$ cat src/lmc_pkg.sv
// Package for the LED mode controller: mode codes, colours, register indexes and colour choice.
`default_nettype none
package lmc_pkg;

	typedef logic [3:0]  mode_t;
	typedef logic [23:0] color_t;
	typedef logic [2:0]  reg_idx_t;

	localparam mode_t MODE_OFF        = 4'd0;
	localparam mode_t MODE_ON         = 4'd1;
	localparam mode_t MODE_BLINK_SLOW = 4'd2;
	localparam mode_t MODE_BLINK_FAST = 4'd3;
	localparam mode_t MODE_BREATHE    = 4'd4;
	localparam mode_t MODE_WHITE      = 4'd5;
	localparam mode_t MODE_BLUE       = 4'd6;
	localparam mode_t MODE_GREEN      = 4'd7;
	localparam mode_t MODE_YELLOW     = 4'd8;

	localparam logic CMD_TICK = 1'b0;
	localparam logic CMD_SET  = 1'b1;

	localparam reg_idx_t REG_RGB_MASK   = 3'd0;
	localparam reg_idx_t REG_WHITE      = 3'd1;
	localparam reg_idx_t REG_SLOW       = 3'd2;
	localparam reg_idx_t REG_FAST       = 3'd3;
	localparam reg_idx_t REG_BRIGHTNESS = 3'd4;

	localparam color_t COLOR_YELLOW = 24'hFFA000;
	localparam color_t COLOR_BLUE   = 24'h0000FF;
	localparam color_t COLOR_GREEN  = 24'h00FF00;
	localparam color_t COLOR_BLACK  = 24'h000000;

	localparam logic [3:0] TICKS_LONG  = 4'd8;
	localparam logic [3:0] TICKS_SHORT = 4'd4;

	typedef struct packed {
		logic   on;
		color_t color;
	} shade_t;

	// Level and colour for a mode; blink_on is the phase test of the mode's period.
	function automatic shade_t pick_shade(mode_t mode, logic blink_on, color_t white);
		shade_t s;
		s.on    = 1'b1;
		s.color = white;
		case (mode)
			MODE_ON, MODE_BREATHE, MODE_WHITE: ;
			MODE_BLINK_SLOW: s.on = blink_on;
			MODE_BLINK_FAST: begin
				s.on    = blink_on;
				s.color = COLOR_YELLOW;
			end
			MODE_BLUE:   s.color = COLOR_BLUE;
			MODE_GREEN:  s.color = COLOR_GREEN;
			MODE_YELLOW: s.color = COLOR_YELLOW;
			default:     s.on = 1'b0;
		endcase
		if (!s.on)
			s.color = COLOR_BLACK;
		return s;
	endfunction

endpackage
`default_nettype wire

$ cat src/led_mode_controller_ws2812.sv
// LED mode controller top level: slot memories, phase divider and WS2812 bit sequencer.
//
// channel   signals                                   handshake
// command   command led_slot now_ms new_mode          start && !busy
//           hold_ms expiry_mode
// result    out_slot is_pulse gpio_level high_ticks   strobe, one cycle, no stall
//           low_ticks last_of_run
// config    wr_en wr_index wr_data                    wr_en, no wait
//
// A set transaction is written to the slot memory at its accept edge; busy stays low.
// A tick reads the slot memories at its accept edge, tests expiry (ST_EXP), runs the
// restoring remainder unit on now_ms (ST_DIV) and picks the colour (ST_COL).
// GPIO slot: level result in the next cycle. RGB slot: no result if the colour equals the
// last one sent, else scale (ST_SCL), then 24 results back to back. The receiver cannot stall.
// Reset clears the valid bits of every slot entry.
`default_nettype none
module led_mode_controller_ws2812 #(
	parameter int NUM_SLOTS = 4
) (
	input  wire                   clk,
	input  wire                   arst_n,
	input  wire                   start,
	output logic                  busy,
	input  wire                   command,
	input  wire  [1:0]            led_slot,
	input  wire  [31:0]           now_ms,
	input  wire  lmc_pkg::mode_t  new_mode,
	input  wire  [31:0]           hold_ms,
	input  wire  lmc_pkg::mode_t  expiry_mode,
	input  wire                   wr_en,
	input  wire  lmc_pkg::reg_idx_t wr_index,
	input  wire  [23:0]           wr_data,
	output logic                  strobe,
	output logic [1:0]            out_slot,
	output logic                  is_pulse,
	output logic                  gpio_level,
	output logic [3:0]            high_ticks,
	output logic [3:0]            low_ticks,
	output logic                  last_of_run
);
	import lmc_pkg::*;

	localparam int SW = (NUM_SLOTS > 1) ? $clog2(NUM_SLOTS) : 1;

	localparam logic [2:0] ST_IDLE = 3'd0;
	localparam logic [2:0] ST_EXP  = 3'd1;
	localparam logic [2:0] ST_DIV  = 3'd2;
	localparam logic [2:0] ST_COL  = 3'd3;
	localparam logic [2:0] ST_SCL  = 3'd4;
	localparam logic [2:0] ST_SEND = 3'd5;

	typedef struct packed {
		mode_t       mode;
		logic [31:0] start_time;
		logic [31:0] duration;
		mode_t       fallback;
	} slot_ent_t;

	// configuration
	logic [3:0]  rgb_mask_q;
	color_t      white_q;
	logic [15:0] slow_q;
	logic [15:0] fast_q;
	logic [7:0]  bright_q;

	always_ff @(posedge clk or negedge arst_n) begin
		if (!arst_n) begin
			rgb_mask_q <= 4'd0;
			white_q    <= 24'hFFFFFF;
			slow_q     <= 16'd1000;
			fast_q     <= 16'd200;
			bright_q   <= 8'd128;
		end else if (wr_en) begin
			case (wr_index)
				REG_RGB_MASK:   rgb_mask_q <= wr_data[3:0];
				REG_WHITE:      white_q    <= wr_data;
				REG_SLOW:       slow_q     <= wr_data[15:0];
				REG_FAST:       fast_q     <= wr_data[15:0];
				REG_BRIGHTNESS: bright_q   <= wr_data[7:0];
				default: ;
			endcase
		end
	end

	logic [2:0] state_q;
	logic       accept, slot_ok, tick_go, set_go;
	logic [SW-1:0] idx_in;

	assign busy    = (state_q != ST_IDLE);
	assign accept  = start && !busy;
	assign slot_ok = (32'(led_slot) < NUM_SLOTS);
	assign tick_go = accept && slot_ok && (command == CMD_TICK);
	assign set_go  = accept && slot_ok && (command == CMD_SET);
	assign idx_in  = SW'(led_slot);

	// slot memories; entries without a valid bit read as the reset value
	slot_ent_t mode_mem [NUM_SLOTS];
	color_t    sent_mem [NUM_SLOTS];
	logic [NUM_SLOTS-1:0] mode_ok_q, sent_ok_q;

	logic [SW-1:0] idx_q;
	logic [1:0]    slot_q;
	logic [31:0]   now_q;
	slot_ent_t     ent_s1;
	logic          ent_ok_s1;
	color_t        sent_s1;
	logic          sent_ok_s1;

	// item working registers
	mode_t       mode_q;
	logic        exp_q;
	logic [31:0] start_keep_q;
	mode_t       fb_keep_q;
	logic [15:0] p_q;
	logic [15:0] rem_q;
	logic [31:0] div_sh_q;
	logic [4:0]  cnt_q;
	color_t      color_q;
	logic [23:0] grb_q;

	logic      mem_we;
	slot_ent_t mem_wdata;
	logic [SW-1:0] mem_waddr;
	logic      sent_we;

	slot_ent_t   ent_eff;
	mode_t       mode_eff;
	logic        expired;
	logic [31:0] elapsed;
	logic [15:0] period;
	logic [16:0] trial;
	logic        blink_on;
	shade_t      shade;
	logic        is_rgb, unchanged;
	logic [15:0] prod_r, prod_g, prod_b;

	always_comb begin
		ent_eff  = ent_ok_s1 ? ent_s1 : '0;
		elapsed  = now_q - ent_eff.start_time;
		expired  = (ent_eff.duration != 32'd0) && (elapsed >= ent_eff.duration);
		mode_eff = expired ? ent_eff.fallback : ent_eff.mode;
		period   = (mode_eff == MODE_BLINK_FAST) ? fast_q : slow_q;
		if (period == 16'd0)
			period = 16'd1;
		trial     = {rem_q, div_sh_q[31]};
		blink_on  = (rem_q < (p_q >> 1));
		shade     = pick_shade(mode_q, blink_on, white_q);
		is_rgb    = rgb_mask_q[slot_q];
		unchanged = sent_ok_s1 && (sent_s1 == shade.color);
		prod_r    = color_q[23:16] * bright_q;
		prod_g    = color_q[15:8]  * bright_q;
		prod_b    = color_q[7:0]   * bright_q;
	end

	// one write port: set at accept, expiry write-back in the colour step
	always_comb begin
		mem_we    = set_go || (state_q == ST_COL && exp_q);
		mem_waddr = set_go ? idx_in : idx_q;
		if (set_go) begin
			mem_wdata.mode       = new_mode;
			mem_wdata.start_time = now_ms;
			mem_wdata.duration   = hold_ms;
			mem_wdata.fallback   = expiry_mode;
		end else begin
			mem_wdata.mode       = mode_q;
			mem_wdata.start_time = start_keep_q;
			mem_wdata.duration   = 32'd0;
			mem_wdata.fallback   = fb_keep_q;
		end
		sent_we = (state_q == ST_COL) && is_rgb && !unchanged;
	end

	always_ff @(posedge clk) begin
		if (mem_we)
			mode_mem[mem_waddr] <= mem_wdata;
		if (sent_we)
			sent_mem[idx_q] <= shade.color;
		if (tick_go) begin
			ent_s1  <= mode_mem[idx_in];
			sent_s1 <= sent_mem[idx_in];
		end
	end

	always_ff @(posedge clk or negedge arst_n) begin
		if (!arst_n) begin
			mode_ok_q <= '0;
			sent_ok_q <= '0;
		end else begin
			if (mem_we)
				mode_ok_q[mem_waddr] <= 1'b1;
			if (sent_we)
				sent_ok_q[idx_q] <= 1'b1;
		end
	end

	always_ff @(posedge clk) begin
		if (tick_go) begin
			idx_q      <= idx_in;
			slot_q     <= led_slot;
			now_q      <= now_ms;
			ent_ok_s1  <= mode_ok_q[idx_in];
			sent_ok_s1 <= sent_ok_q[idx_in];
		end
		case (state_q)
			ST_EXP: begin
				mode_q       <= mode_eff;
				exp_q        <= expired;
				start_keep_q <= ent_eff.start_time;
				fb_keep_q    <= ent_eff.fallback;
				p_q          <= period;
				rem_q        <= 16'd0;
				div_sh_q     <= now_q;
				cnt_q        <= 5'd0;
			end
			ST_DIV: begin
				if (trial >= {1'b0, p_q})
					rem_q <= 16'(trial - {1'b0, p_q});
				else
					rem_q <= trial[15:0];
				div_sh_q <= {div_sh_q[30:0], 1'b0};
				cnt_q    <= cnt_q + 5'd1;
			end
			ST_COL: begin
				color_q <= shade.color;
				cnt_q   <= 5'd0;
			end
			ST_SCL: grb_q <= {prod_g[15:8], prod_r[15:8], prod_b[15:8]};
			ST_SEND: begin
				grb_q <= {grb_q[22:0], 1'b0};
				cnt_q <= cnt_q + 5'd1;
			end
			default: ;
		endcase
	end

	always_ff @(posedge clk or negedge arst_n) begin
		if (!arst_n) begin
			state_q <= ST_IDLE;
		end else begin
			case (state_q)
				ST_IDLE: if (tick_go) state_q <= ST_EXP;
				ST_EXP:  state_q <= ST_DIV;
				ST_DIV:  if (cnt_q == 5'd31) state_q <= ST_COL;
				ST_COL:  state_q <= (is_rgb && !unchanged) ? ST_SCL : ST_IDLE;
				ST_SCL:  state_q <= ST_SEND;
				ST_SEND: if (cnt_q == 5'd23) state_q <= ST_IDLE;
				default: state_q <= ST_IDLE;
			endcase
		end
	end

	// result register
	logic gpio_res, pulse_res;
	assign gpio_res  = (state_q == ST_COL) && !is_rgb;
	assign pulse_res = (state_q == ST_SEND);

	always_ff @(posedge clk or negedge arst_n) begin
		if (!arst_n)
			strobe <= 1'b0;
		else
			strobe <= gpio_res || pulse_res;
	end

	always_ff @(posedge clk) begin
		if (gpio_res) begin
			out_slot    <= slot_q;
			is_pulse    <= 1'b0;
			gpio_level  <= shade.on;
			high_ticks  <= 4'd0;
			low_ticks   <= 4'd0;
			last_of_run <= 1'b1;
		end else if (pulse_res) begin
			out_slot    <= slot_q;
			is_pulse    <= 1'b1;
			gpio_level  <= 1'b0;
			high_ticks  <= grb_q[23] ? TICKS_LONG : TICKS_SHORT;
			low_ticks   <= grb_q[23] ? TICKS_SHORT : TICKS_LONG;
			last_of_run <= (cnt_q == 5'd23);
		end
	end

	a_rem_bound: assert property (@(posedge clk) disable iff (!arst_n)
		(state_q == ST_COL) |-> (rem_q < p_q))
		else $error("remainder not below period");

	a_gpio_single: assert property (@(posedge clk) disable iff (!arst_n)
		(strobe && !is_pulse) |-> last_of_run)
		else $error("GPIO result not last of run");

	a_pulse_ticks: assert property (@(posedge clk) disable iff (!arst_n)
		(strobe && is_pulse) |->
		((high_ticks == TICKS_LONG && low_ticks == TICKS_SHORT) ||
		 (high_ticks == TICKS_SHORT && low_ticks == TICKS_LONG)))
		else $error("bad pulse pair");

	a_run_end: assert property (@(posedge clk) disable iff (!arst_n)
		(state_q == ST_SEND && cnt_q == 5'd23) |=> (strobe && last_of_run && !busy))
		else $error("pulse run did not close");

	a_no_idle_write: assert property (@(posedge clk) disable iff (!arst_n)
		(mem_we && !set_go) |-> (state_q == ST_COL && exp_q))
		else $error("stray slot memory write");

endmodule
`default_nettype wire
$ cat config.mk
export PLATFORM = sky130hd
export DESIGN_NAME = led_mode_controller_ws2812
export DESIGN_NICKNAME = d
export VERILOG_FILES = /design/src/lmc_pkg.sv /design/src/led_mode_controller_ws2812.sv
export SDC_FILE = /design/constraint.sdc
export NUM_CORES = 1
export LEC_CHECK = 0
export BUFFER_PORTS_ARGS = -buffer_cell sky130_fd_sc_hd__buf_4
export CAP_MARGIN = 10
export CORE_MARGIN = 3
export CORE_UTILIZATION = 41
export CTS_BUF_LIST = sky130_fd_sc_hd__clkbuf_2
export DETAILED_ROUTE_END_ITERATION = 8
export PLACE_DENSITY_LB_ADDON = 0.1
export SLEW_MARGIN = 30
export SYNTH_ARGS = -nofsm -noshare
export SYNTH_HDL_FRONTEND = slang
export SYNTH_SLANG_ARGS = --single-unit
$ cat constraint.sdc
create_clock -name clk -period 6.8 [get_ports clk]
set_input_delay 0.34 -clock clk [delete_from_list [all_inputs] [get_ports clk]]
set_output_delay 0.34 -clock clk [all_outputs]
set_load 0.02 [all_outputs]
==> results of run 1 <==
==> per-stage QoR <==
step | instance area (um2) | hold WS (ps) | power [uW]
floorplan | 38290 | 44.41 | 12230
global placement | 40660 | 253.3 | 13900
detailed placement | 40700 | 258.6 | 14090
CTS | 44910 | 5.977 | 17530
global route | 45100 | 5.286 | 18860
finish | 45100 | 245.6 | 17270
==> flip-flops by register name (all words and copies together), names as in the netlist, 24 cells and up <==
signal,count
mode_mem,288
start_keep_q,32
color_q,24
grb_q,24
now_q,32
white_q,24
div_sh_q,32
sent_mem,96
sent_s1,24
ent_s1,72
==> worst paths after layout <==
kind | to | from | slack [ps]
setup / recovery | p_q[1] | ent_ok_s1 | 620
setup reg to reg | p_q[1] | ent_ok_s1 | 620
hold / removal | now_q[16] | now_ms[16] | 250
hold reg to reg | last_of_run | last_of_run | 480
max in group asynchronous | fast_q[14] | arst_n | 4910
min in group asynchronous | bright_q[0] | arst_n | 580
==> layout by cell type, fill, tap and decap left out, types with 9 or more instances in the layout <==
cell type and instances:
xnor2_1 39, and3_1 12, dfstp_2 34, a211oi_1 13, nor2_1 153, dfrtp_1 43
a21o_1 21, xor2_1 23, fa_1 107, nor2b_1 21, nor4_1 17, ha_1 182
nand2_1 297, buf_4 152, nor3_1 30, dlygate4sd3_1 239, clkbuf_2 297, nand4_1 10
clkinv_1 31, o21ai_0 66, inv_1 216, a21oi_1 89, and2_1 134, mux2_4 9
mux4_2 99, mux2i_1 25, or2_2 9, o21bai_1 10, nand2b_1 13, or3_1 9
edfxtp_1 677, mux2_2 109, nand3_1 20
==> logic make-up after synthesis <==
family | synth area share (%)
buffers and inverters | 3.191
DFF | 58.67
other | 0.009798
adders and majority gates | 11.55
AOI/OAI and AO/OA | 5.119
and+or+nand+nor | 9.908
xor gates and xnor gates | 1.461
muxes | 10.10
==> synth_stat cells (20+ instances only) <==
library cell    n  area share [%]
fa_1          107             5.6
mux2i_1        25            0.65
clkbuf_1       64            0.63
ha_1          182             5.9
dfrtp_1        46             3.0
nor2_1        160             1.6
buf_1          20            0.20
a21oi_1        89             1.2
nand3_1        20            0.26
mux2_2        109             3.2
inv_1         216             2.1
dfstp_2        34             2.3
edfxtp_1      677              53
xor2_1         23            0.53
nor2b_1        24            0.39
mux4_2         99             5.8
o21ai_0        67            0.88
nand2_1       298             2.9
xnor2_1        39            0.89
a21o_1         21            0.41
and2_1        135             2.2
nor3_1         31            0.41
==> worst register-to-register path, delay by kind of cell (launching register included) <==
kind	cells	cell delay, ps
flops	1	790
fa+ha+maj	2	680
buf+inv	3	560
mux	2	640
compound gates	9	2060
xor+xnor	1	100
simple gates	5	1130
==> cell type report <==
type                    count  area (um2)  area share [%]
multi-input cells        1672       14740           32.69
well taps                1243        1555           3.448
flip-flops and latches    761       22460           49.79
repair buffers            402        3720           8.247
clock buffers             297        1486           3.296
diodes                      6       15.01         0.03329
inverters                 216       810.8           1.798
clock inverters            50       316.6          0.7018
==> metal layers <==
layer	vias to the layer above	part of all wire [%]	GRT usage, %
met5	-	0.027	0
met4	4	2.5	6.794
met3	153	5.6	4.303
met2	646	46	30.07
met1	12040	46	27.22
li1	11140	-	-
==> where the power goes <==
group | switching [uW] | total, uW | internal, uW
registers | 552 | 7050 | 6500
logic | 3980 | 7050 | 3070
clock network | 1910 | 3170 | 1260
total | 6440 | 17300 | 10800
==> repair_timing <==
item                                    CTS  global route
buffers inserted                          0             8
endpoints found under the hold margin   835            11
endpoints found under the setup margin    0             7
gates resized for setup                   0             0
hold buffers                            240             1
==> run_results.csv, run 1 <==
group,metric,value,unit
outcome,status,"finished clean",
worst_setup_path,cp-end-kind,"flop",
pwr,vdd_drop_max,0.0002178,V
finish,final_util,48.98,%
detailed_routing,drc,0,
worst_setup_path,criticalPathCategory,"reg2reg",
worst_setup_path,r2r_cells,22,
synth,syn_area,38270,um2
worst_setup_path,critPathMaxFanout,17,
global_route,globalRouteTotalUtil,19.46,%
detailed_routing,ant_nets,0,
synth,synth_edf_count,677,
die,die_h,311.5,um
global_route,first_global_vias,25480,
placed_design,place.gp.congestion,0.8084,
worst_hold_path,worstHoldPathCells,3,
sta,drv_slew,0,
clocking,clockRootBuffer,"clkbuf_2",
detailed_routing,dr_total_vias,23980,
clocking,htree_levels,4,
worst_setup_path,max_stage_delay,790,ps
worst_hold_path,hp-class,"in2reg",
sta,slew_headroom,34.52,%
worst_setup_path,cpMaxStageDelayCell,"edfxtp_1",
finish,n_fill_cell,8198,
detailed_routing,drtIter0Drc,1402,
worst_setup_path,startpoint_type,"flop",
sta,finalSetupViolCount,0,
global_route,grt_antenna_before_repair,5,
synth,synth-main-ff-cell,"edfxtp_1",
die,die_w,311.5,um
finish,final_layout_size_suffix_gt1_share,23.16,%
sta,clock_skew,126.6,ps
placed_design,port-buffer-count,116,
finish,layout.nets,3645,
die,rows,111,
synth,syn_area_per_cell,13.95,um2
synth,yosys_warnings,0,
global_route,grt_max_degree,66,
job,maxCapViolations,0,
pwr,power.leakage,0.01778,uW
worst_setup_path,arrival,7370,ps
die,core,92080,um2
detailed_routing,avgRoutedWirePerCell,20.00,um
detailed_routing,drt_pass1_iterations,5,
sta,period_minus_slack,6183,ps
worst_setup_path,worstPathCellList,"buf_4 > nand2_1 > ha_1 > nand2_1 > or3_1 > a31oi_1 > o221ai_1 > a21oi_1 > a21oi_1 > o21ai_0 > xor2_1 > ha_1 > nand4_1 > nor3_1 > a221oi_1 > o211ai_1 > a31oi_4 > a31oi_4 > mux2i_4 > buf_12 > buf_12 > mux2_2",
sta,hold_viol,0,
synth,ys_seq_elements,761,
global_route,grt.overflow.total,0,
clocking,insertion_delay,1450,ps
worst_setup_path,critPathRequiredTime,7990,ps
pwr,power_density,382.9,nW/um2
clocking,cts_sinks,761,
clocking,cts_tree,"done",
die,io_pins,121,
worst_setup_path,critPathTopFamily,"compound AO/OA/AOI/OAI gates",
sta,worstMarginPinSlew,982.3,ps
sta,fin_ws,617.4,ps
worst_setup_path,crit_buf_inv,3,
die,dieArea,97050,um2
placed_design,hpwl,61690,um
detailed_routing,drt_wl_total,92950,um
synth,ys_seq_area_share,58.67,%
synth,synthCells,2743,
finish,fin_cells,4647,
sta,max_freq,0.1617,GHz
clocking,path_clk_slew,110,ps
synth,async_reset_ff_share,10.51,%
finish,synthToLayoutAreaGrowth,17.85,%
synth,synth.distinct_cells,95,
global_route,grt_pass1_wl,145800,um
sta,fin_crit_sh,90.92,%
placed_design,dp_cells,4041,
detailed_routing,viasPerCell,5.161,
sta,rsz0062_at_grt,"no",
placed_design,dp_worst_setup_slack,379.6,ps
sta,final.setup.tns,0,ps
die,start_util,41.57,%
clocking,clk_path_buf_depth,3,
clocking,cts_made_buffers,197,
worst_setup_path,cp.depth,22,
No activity file was read; power rests on OpenSTA's default activity.
==> inputs of run 2 (changes only) <==
--- a/config.mk
+++ b/config.mk
@@ -5,6 +5,7 @@
 export SDC_FILE = /design/constraint.sdc
 export NUM_CORES = 1
 export LEC_CHECK = 0
+export ABC_AREA = 1
 export BUFFER_PORTS_ARGS = -buffer_cell sky130_fd_sc_hd__buf_4
 export CAP_MARGIN = 10
 export CORE_MARGIN = 3
==> constraint.sdc (replaced) <==
create_clock -name clk -period 6.7 [get_ports clk]
set_input_delay 0.335 -clock clk [delete_from_list [all_inputs] [get_ports clk]]
set_output_delay 0.335 -clock clk [all_outputs]
set_load 0.02 [all_outputs]
==> run_results.csv, run 2 <==
group,metric,value,unit
outcome,status,"finished clean",
placed_design,place.gp.congestion,0.8656,
detailed_routing,ant_nets,0,
sta,rsz0062_at_grt,"no",
pwr,power.leakage,0.01995,uW
detailed_routing,drc,0,
sta,final.setup.tns,0,ps
detailed_routing,drt_pass1_iterations,5,
clocking,cts_tree,"done",
clocking,clk_path_buf_depth,3,
finish,fin_cells,5557,
finish,reg.largest.list,"mode_mem: 288 flops, sent_mem: 96 flops, ent_s1: 72 flops",
clocking,cts_made_buffers,199,
clocking,htree_levels,4,
global_route,grt_max_degree,134,
synth,netlist.area_leader.share,52.59,%
worst_setup_path,critPathMaxFanout,21,
finish,final_util,48.71,%
synth,synth.top_cells.by_area,"edfxtp_1 53%, nand2_1 8.0%, ha_1 5.9%",
worst_hold_path,hp-class,"in2reg",
job,maxCapViolations,0,
synth,ys_seq_area_share,58.09,%
worst_setup_path,path_common_cell,"nand2_1",
detailed_routing,viasPerCell,4.912,
clocking,insertion_delay,1490,ps
global_route,globalRouteTotalUtil,20.54,%
sta,drv_slew,0,
sta,slew_headroom,35.16,%
clocking,post_cts_buffers,0,
synth,syn_area,38650,um2
synth,synthCells,3725,
worst_setup_path,startpoint_type,"flop",
worst_setup_path,max_stage_delay,400,ps
sta,period_minus_slack,5589,ps
worst_setup_path,criticalPathCategory,"reg2reg",
finish,largest_register_ff_count,288,
pwr,vdd_drop_max,0.0001813,V
finish,layout.nets,4552,
finish,synthToLayoutAreaGrowth,16.73,%
worst_setup_path,cp-end-kind,"flop",
die,io_pins,121,
synth,synth.distinct_cells,54,
clocking,path_clk_slew,120,ps
global_route,first_global_vias,27770,
synth,async_reset_ff_share,10.51,%
finish,largest_register,"mode_mem",
pwr,power_density,381.9,nW/um2
worst_setup_path,crit_buf_inv,3,
placed_design,dp_cells,4963,
die,rows,111,
synth,netlist_top_cells_count,"819 x nand2_1, 677 x edfxtp_1, 497 x inv_1, 366 x nor2_1, 319 x o21ai_0",
die,die_h,313.1,um
sta,max_freq,0.1789,GHz
worst_setup_path,cpMaxStageDelayCell,"edfxtp_1",
sta,worstMarginPinSlew,972.6,ps
die,core,92640,um2
detailed_routing,drt_wl_total,99300,um
worst_setup_path,setup.worst_path.start,"ent_ok_s1",
finish,layout_commonest_cell,"nand2_1",
synth,yosys_warnings,0,
sta,clock_skew,102.0,ps
synth,yosysMostFrequentCell,"nand2_1",
clocking,clockRootBuffer,"clkbuf_2",
worst_setup_path,reg2reg_from,"ent_ok_s1",
placed_design,port-buffer-count,116,
synth,synth_edf_count,677,
finish,final_cell_mix,"818 x nand2_1, 677 x edfxtp_1, 494 x inv_1",
detailed_routing,avgRoutedWirePerCell,17.87,um
detailed_routing,drtIter0Drc,1616,
sta,fin_crit_sh,83.41,%
clocking,cts_sinks,761,
detailed_routing,dr_total_vias,27300,
global_route,grt_antenna_before_repair,4,
synth,synth-main-ff-cell,"edfxtp_1",
worst_setup_path,critPathTopFamily,"simple AND/OR/NAND/NOR gates",
worst_setup_path,critPathRequiredTime,8040,ps
sta,finalSetupViolCount,0,
sta,hold_viol,0,
clocking,ctsHoldBuffers,236,
die,die_w,313.1,um
die,dieArea,98000,um2
synth,synth_area_leader_cell,"edfxtp_1",
finish,final_layout_size_suffix_gt1_share,13.47,%
die,start_util,41.73,%
global_route,grt.overflow.total,0,
worst_hold_path,min-delay-start,"now_ms[3]",
global_route,grt_pass1_wl,156700,um
synth,ys_seq_elements,761,
synth,syn_area_per_cell,10.38,um2
worst_setup_path,arrival,6920,ps
placed_design,hpwl,63830,um
clocking,ctsResizeCount,0,
run 2: cell types whose count changed after synthesis, sizes merged, moves of 48 or more:
cell,previous run,this run
nand2,298,841
inv,216,503
o21ai,73,336
nor2,160,369
and2,138,1
mux2,118,2
mux4,99,0
o22ai,8,98
clkbuf,64,147
nand3,20,68
run 2: tightest hold or removal path, cell delays in order:
cell and delay (ps):
dlygate4sd3_1 520, buf_4 100, dlygate4sd3_1 570
run 2: path summary, 6_finish.rpt:
path / to / slack, ps / cells past startpoint
max: p_q[0] / 1110 / 35
min: now_q[3] / 210 / 3
max reg2reg: p_q[0] / 1110 / 35
min reg2reg: sent_ok_q[1] / 460 / 2
max in group asynchronous: slow_q[11] / 4630 / 5
min in group asynchronous: bright_q[4] / 590 / 4
run 2: cell families (layout without fill, tap and decap cells):
logic type | count (synthesis) | after routing | synth area share [%]
muxes | 2 | 2 | 0.05826
other | 1 | 12 | 0.009701
AOI/OAI and AO/OA | 613 | 613 | 8.659
xor gates and xnor gates | 61 | 61 | 1.382
adders and majority gates | 289 | 289 | 11.43
and+or+nand+nor | 1328 | 1328 | 13.64
buffers and inverters | 670 | 1248 | 6.733
DFF | 761 | 761 | 58.09
run 2: stage by stage:
stage	area [um2]	total power (uW)	hold WS [ps]	worst slack (ps)
after floorplan	38670	11980	39.41	577.6
after global placement	40820	13800	218.9	1220
after detailed placement	40830	13840	217.8	1140
after CTS	45100	17490	1.061	1116
after global routing	45110	18830	66.75	330.4
final	45120	17230	207.0	1111
run 2: area by class of cell:
cell class              instances  area (um2)
repair buffers                392        3590
fillers                      8703       47510
diodes                          8       20.02
clock inverters                41       350.3
clock buffers                 309        1546
multi-input cells            2297       13700
flip-flops and latches        761       22450
inverters                     506        1907
well taps                    1243        1555
run 2: routing by layer:
metal | GRT usage (%) | share of wire, % | up-vias
met5 | 0 | 0.013 | -
met2 | 33.48 | 47 | 594
met1 | 27.93 | 46 | 13180
met3 | 3.663 | 4.3 | 127
met4 | 6.624 | 1.9 | 2
li1 | - | - | 13400
run 2: where the power goes:
part           internal (uW)  total [uW]  switching [uW]  leakage, uW
combinational           2360        6700            4340       0.0112
clock                   1450        3410            1950      0.00145
sequential              6660        7120             467      0.00730
